--- config.mk ---
export PLATFORM = sky130hd
export DESIGN_NAME = ncpe_div
export DESIGN_NICKNAME = d
export VERILOG_FILES = /design/src/rtl/ncpe_pkg.sv /design/src/rtl/ncpe_div.sv
export SDC_FILE = /design/constraint.sdc
export NUM_CORES = 1
export LEC_CHECK = 0
export ABC_AREA = 1
export BUFFER_PORTS_ARGS = -buffer_cell sky130_fd_sc_hd__buf_2
export CAP_MARGIN = 20
export CELL_PAD_IN_SITES_DETAIL_PLACEMENT = 0
export CELL_PAD_IN_SITES_GLOBAL_PLACEMENT = 1
export CORE_MARGIN = 3
export CORE_UTILIZATION = 35
export CTS_CLUSTER_DIAMETER = 30
export DETAILED_ROUTE_END_ITERATION = 8
export PLACE_DENSITY_LB_ADDON = 0.1
export SYNTH_ARGS = -nofsm -noshare
export SYNTH_HDL_FRONTEND = slang
export SYNTH_SLANG_ARGS = --single-unit
--- constraint.sdc ---
create_clock -name aclk -period 5.5 [get_ports aclk]
set_clock_uncertainty 0.2 [all_clocks]
set_input_delay 0.275 -clock aclk [delete_from_list [all_inputs] [get_ports aclk]]
set_output_delay 0.275 -clock aclk [all_outputs]
set_load 0.1 [all_outputs]
--- src/rtl/ncpe_pkg.sv ---
// Shared types, constants and fixed-point helpers for the NURBS curve point evaluator.
package ncpe_pkg;

    // Default sizing of the tables
    localparam int MAX_POINTS_DEF = 64;
    localparam int MAX_DEGREE_DEF = 3;

    // Configuration port
    localparam int CFG_IDX_W  = 1;
    localparam int CFG_DATA_W = 7;
    localparam logic [CFG_IDX_W-1:0] CFG_IDX_DEGREE = 1'd0;
    localparam logic [CFG_IDX_W-1:0] CFG_IDX_COUNT  = 1'd1;
    localparam logic [1:0] DEGREE_RESET = 2'd3;
    localparam logic [6:0] COUNT_RESET  = 7'd0;

    // Function codes of an input transaction
    localparam logic [1:0] FUNC_WR_POINT = 2'd0;
    localparam logic [1:0] FUNC_WR_KNOT  = 2'd1;
    localparam logic [1:0] FUNC_EVAL     = 2'd2;

    // Result status codes
    localparam logic [1:0] STAT_OK      = 2'd0;
    localparam logic [1:0] STAT_FEW     = 2'd1;
    localparam logic [1:0] STAT_UNNORM  = 2'd2;

    // Fixed-point formats
    localparam int NB_W   = 27;   // basis value, signed Q24 clamped to +-2.0
    localparam int DIFF_W = 33;   // knot difference, signed
    localparam int DEN_W  = 34;   // recurrence denominator, signed
    localparam int WN_W   = 32;   // basis times weight, signed Q20
    localparam int WN_SHIFT = 20;
    localparam logic signed [NB_W-1:0] BASIS_ONE = 27'sd16777216;
    localparam logic signed [NB_W-1:0] BASIS_LIM = 27'sd33554432;

    // Shared divider
    localparam int DIV_NUM_W = 64;
    localparam int DIV_DEN_W = 35;
    localparam int DIV_STEPS = 2;     // quotient bits per cycle

    typedef struct packed {
        logic [1:0]         func;
        logic [6:0]         slot;
        logic signed [31:0] point_x;
        logic signed [31:0] point_y;
        logic [23:0]        point_weight;
        logic [31:0]        knot_value;
        logic [31:0]        param_t;
    } ncpe_in_t;

    typedef struct packed {
        logic signed [31:0] curve_x;
        logic signed [31:0] curve_y;
        logic [1:0]         eval_status;
    } ncpe_out_t;

    typedef struct packed {
        logic signed [31:0] x;
        logic signed [31:0] y;
        logic [23:0]        w;
    } ncpe_point_t;

    typedef struct packed {
        logic                        start;
        logic signed [DIV_NUM_W-1:0] dividend;
        logic signed [DIV_DEN_W-1:0] divisor;
    } ncpe_div_req_t;

    typedef struct packed {
        logic                        busy;
        logic                        done;
        logic signed [DIV_NUM_W-1:0] quotient;
    } ncpe_div_rsp_t;

    typedef enum logic [4:0] {
        ST_IDLE,
        ST_HI_RD,
        ST_HI_CMP,
        ST_LO_CMP,
        ST_SCAN,
        ST_KLD,
        ST_KWAIT,
        ST_BMUL_A,
        ST_BDIV_A,
        ST_BWAIT_A,
        ST_BDIV_B,
        ST_BWAIT_B,
        ST_WRD,
        ST_WMUL,
        ST_WSHIFT,
        ST_WACC,
        ST_NORM,
        ST_NDIV_X,
        ST_NWAIT_X,
        ST_NDIV_Y,
        ST_NWAIT_Y,
        ST_DONE
    } ncpe_state_t;

    // Saturate to the int32 range
    function automatic logic signed [31:0] sat32(input logic signed [63:0] v);
        logic signed [31:0] res;
        if (v > 64'sd2147483647) begin
            res = 32'sh7FFFFFFF;
        end else if (v < -64'sd2147483648) begin
            res = 32'sh80000000;
        end else begin
            res = v[31:0];
        end
        return res;
    endfunction

    // Clamp a basis value to [-2.0, +2.0]
    function automatic logic signed [NB_W-1:0] clamp_basis(input logic signed [63:0] v);
        logic signed [NB_W-1:0] res;
        if (v > 64'sd33554432) begin
            res = BASIS_LIM;
        end else if (v < -64'sd33554432) begin
            res = -BASIS_LIM;
        end else begin
            res = v[NB_W-1:0];
        end
        return res;
    endfunction

    // Divide by 2^20, truncating toward zero
    function automatic logic signed [63:0] shr20_trunc(input logic signed [63:0] v);
        logic signed [63:0] res;
        if (v < 0) begin
            res = (v + 64'sd1048575) >>> WN_SHIFT;
        end else begin
            res = v >>> WN_SHIFT;
        end
        return res;
    endfunction

endpackage

--- src/rtl/ncpe_div.sv ---
// Shared signed divider, truncating toward zero, two quotient bits per cycle.
module ncpe_div (
    input  logic                   aclk,
    input  logic                   aresetn,
    input  ncpe_pkg::ncpe_div_req_t req,
    output ncpe_pkg::ncpe_div_rsp_t rsp
);

    localparam int NW   = ncpe_pkg::DIV_NUM_W;
    localparam int DW   = ncpe_pkg::DIV_DEN_W;
    localparam int ITER = NW / ncpe_pkg::DIV_STEPS;
    localparam int CW   = $clog2(ITER);

    logic          busy_reg;
    logic          done_reg;
    logic          neg_reg;
    logic [CW-1:0] cnt_reg;
    logic [NW-1:0] q_reg;
    logic [DW-1:0] rem_reg;
    logic [DW-1:0] d_reg;

    logic [NW-1:0] q_next;
    logic [DW-1:0] rem_next;

    // Restoring steps of one cycle
    always_comb begin
        logic [DW:0] rem_sh;
        logic        ge;
        q_next   = q_reg;
        rem_next = rem_reg;
        for (int s = 0; s < ncpe_pkg::DIV_STEPS; s++) begin
            rem_sh = {rem_next, q_next[NW-1]};
            ge     = rem_sh >= {1'b0, d_reg};
            rem_next = ge ? DW'(rem_sh - {1'b0, d_reg}) : rem_sh[DW-1:0];
            q_next   = {q_next[NW-2:0], ge};
        end
    end

    // Control
    always_ff @(posedge aclk) begin
        if (!aresetn) begin
            busy_reg <= 1'b0;
            done_reg <= 1'b0;
            cnt_reg  <= '0;
        end else begin
            done_reg <= 1'b0;
            if (req.start) begin
                busy_reg <= 1'b1;
                cnt_reg  <= '0;
            end else if (busy_reg) begin
                cnt_reg <= cnt_reg + CW'(1);
                if (cnt_reg == CW'(ITER - 1)) begin
                    busy_reg <= 1'b0;
                    done_reg <= 1'b1;
                end
            end
        end
    end

    // Operands in sign-magnitude form
    always_ff @(posedge aclk) begin
        if (req.start) begin
            q_reg   <= req.dividend[NW-1] ? NW'(-req.dividend) : NW'(req.dividend);
            d_reg   <= req.divisor[DW-1] ? DW'(-req.divisor) : DW'(req.divisor);
            rem_reg <= '0;
            neg_reg <= req.dividend[NW-1] ^ req.divisor[DW-1];
        end else if (busy_reg) begin
            q_reg   <= q_next;
            rem_reg <= rem_next;
        end
    end

    assign rsp.busy     = busy_reg;
    assign rsp.done     = done_reg;
    assign rsp.quotient = neg_reg ? -$signed(q_reg) : $signed(q_reg);

endmodule

==> results.md <==
- Total Die Area: 48720 um^2
- Final nets: 2952
- Switching Share: 0.4668
- F_max: roughly 200 MHz
- DRC: 0
- Area leader, netlist: edfxtp_1
- Final count of hold timing violations: 0
- CORE AREA: about 45000 um^2
- Post-Synth XOR/XNOR Area: 0.09389
- Setup violations, final: 0
- Synth top area share: 0.1861
- Antenna Violating Nets Remaining: 0
- CTS Buf Count: 17
- CP max stage cell: a21oi_4
- CTS clock-pin slew for the worst setup and hold paths: 0.07 ns
- Area occupied by multi-input gates: roughly 10000 um^2
- CTS tree: done
- Setup crit end kind: flop
- Hold_ws: 0.02509 ns
- Fillers: 5026
- Register Area: 3844 um^2
- GPL Wtd Cong: 0.9088
- Area contributors post-synth: edfxtp_1 19%, nand2_1 17%, inv_1 9.0%
- Worst hold start: req[33]
- Internal power: roughly 2.3 mW
- Initial antenna violation count: 2
- PD cells: 232.8 nW/um^2
- Total GRT Usage: 0.2586
- Post-synthesis adder-cell area fraction: 0.06063
- Synth Warn #: 0
- P_sw: 2.025 mW
- Tightest Pin Transition: roughly 1 ns
- Post-synthesis simple-gate area fraction: 0.3886
- Routed vias: 16960
- EDFF count, synth: 100
- Crit-path max FO: 20
- Row count: 78
- CTS sink count: roughly 140
- Worst EP required: roughly 5.6 ns
- Portion of total power attributed to combinational logic: 0.416
- Worst IR drop on VDD: 202.0 uV
- Max_cap viols: 0
- Critical Path Max Stage Delay: ~0.54 ns
- Share of cells above drive strength 1: 0.1246
- Post-synthesis compound-gate area fraction: 0.1030
- Leak: ~9.2 nW
- Main synth FF type: edfxtp_1
- H-tree Lvls: 4
- Capturing point of the worst reg2reg path: rem_reg[32]
- Final WL: about 64000 um
- Worst hold stages: 3
- Largest net degree at the start of global routing: 71
- Vias/cell: 5.009
- Sequential area share after synthesis: 0.2382
- Top cell by count, worst path: nand2_1
- Reg2reg setup slack: approximately 0.41 ns
- Height of the die: ~220 um
- Most common cell in the netlist: nand2_1
- Cells after Synth: ~2600
- Rel. slew slack: 0.3222
- Yosys cell types: 59
- Post-Syn Area: 16140 um^2
- GRT overflow: 0
- RSZ-0062 raised after global routing: false
- Initial DRC count: ~1100
- Total power: 4.337 mW
- I/O pins: 168
- Routed wire per std cell: 18.84 um
- Finished Cell Area: 18630 um^2
- Initial Util: 0.3548
- Vias in the first global route: 16850
- Run status: complete, no violations
- Crit Path Class: flop to flop
- Detailed Place HPWL: 53110 um
- Root Buffer: clkbuf_16
- Clock power share: 0.277
- Clock Latency Late Sink: 0.45 ns
- Post-synth top cells: 724 x nand2_1, 389 x inv_1, 286 x nor2_1
- Max reg flops: 64
- Reg-to-Reg Start: q_reg[63]
- Sequential Power Share: 0.307
- Final WS setup: 0.4105 ns
- First-pass GRT wire length: around 96000 um
- Placed cell areas: 17690 um^2
- Clk buf depth: 2
- PortBufs: 167
- Syn Area/Cell: 6.265 um^2
- Hold endpoint: d_reg[33]
- Worst setup SP type: flop
- Mux contribution to synthesized area: 0
- Synth Net Count: 2755
- Syn-to-layout area delta: 15.45%
- Max-slew violations: 0
- Setup TNS: 0 ns
- Period utilization: 0.9254
- Place WS: 0.1248 ns
- Post-synth ARST share: 0
- Hold Crit Class: input pin to flop
- Final Critical Period: 5.090 ns
- Register-to-Register Path Depth: 33
- Yosys reg bits: between 100 and 150
- Main combinational cell family by area after synthesis: simple AND/OR/NAND/NOR gates
- Die Wd: 220.7 um
- Total iterations of the first detailed-routing run: 5
- Worst Path Arrival: 5.23 ns
## cells by family (layout without fill, tap and decap cells)
family	Yosys count	after routing
AND/OR/NAND/NOR	1431	1431
adder cells (fa/ha/maj)	77	77
other	0	1
XOR/XNOR	173	173
buffers and inverters	463	672
AO/OA/AOI/OAI	290	291
flip-flops	142	142
## layout by cell type, fill, tap and decap left out, types with 74 or more instances in the layout
master | synthesis | final
ha_1 | 75 | 74
nand3_1 | 188 | 187
edfxtp_1 | 100 | 100
buf_2 | 2 | 166
nor2_1 | 286 | 283
nand2_1 | 724 | 723
xor2_1 | 119 | 119
o21ai_0 | 117 | 117
a21oi_1 | 82 | 82
inv_1 | 389 | 388
## power groups by stage
stage,clock (mW),sequential [mW],combinational (mW)
finish,1.20,1.33,1.80
floorplan,0,1.33,1.35
global route,1.26,1.34,1.92
detailed placement,0,1.36,1.78
global placement,0,1.35,1.78
CTS,1.23,1.33,1.80
## worst max path at each step
stage                     slack [ns]       from     endpoint
after floorplan                 1.22  q_reg[63]     q_reg[0]
after global placement          0.19  q_reg[63]   rem_reg[0]
after detailed placement        0.12  q_reg[63]   rem_reg[8]
after CTS                       0.11  q_reg[63]  rem_reg[11]
after global routing            0.05  q_reg[63]  rem_reg[25]
final                           0.41  q_reg[63]  rem_reg[32]
## per-stage QoR
stage	utilization	cells
after global routing	0.4096	3386
after floorplan	-	2576
after global placement	0.3890	3323
after detailed placement	0.3890	3323
final	0.4097	3387
after CTS	0.4081	3383
## metal layers
layer	up-vias	global-route usage	part of all wire
met1	7801	0.3096	0.42
li1	8701	-	-
met2	384	0.4828	0.52
met5	-	0	0.00020
met3	76	0.02444	0.031
met4	2	0.08637	0.033
## what timing repair did
item                                   CTS  global route
setup endpoints to repair                0            35
setup buffers                            0             1
resized for setup                        0             6
hold buffers                            28             0
endpoints found under the hold margin   29             0
## worst max-delay path, delay by kind of cell (launching register included)
kind	cells	cell delay, ns
adders and majority gates	3	0.85
DFF	1	0.39
buffers and inverters	6	0.53
and+or+nand+nor	22	2.25
AOI/OAI and AO/OA	2	0.73
## final cells by class
class / count / share of cell area
Clock inverter: 14 / 0.008529
Timing Repair Buffer: 237 / 0.07897
Clock buffer: 18 / 0.02303
Inverter: 403 / 0.08126
Antenna cell: 1 / 0.0001343
Multi-Input combinational cell: 1972 / 0.5615
Sequential cell: 142 / 0.2063
Tap cell: 600 / 0.04029
(Power assumes the default switching activity.)
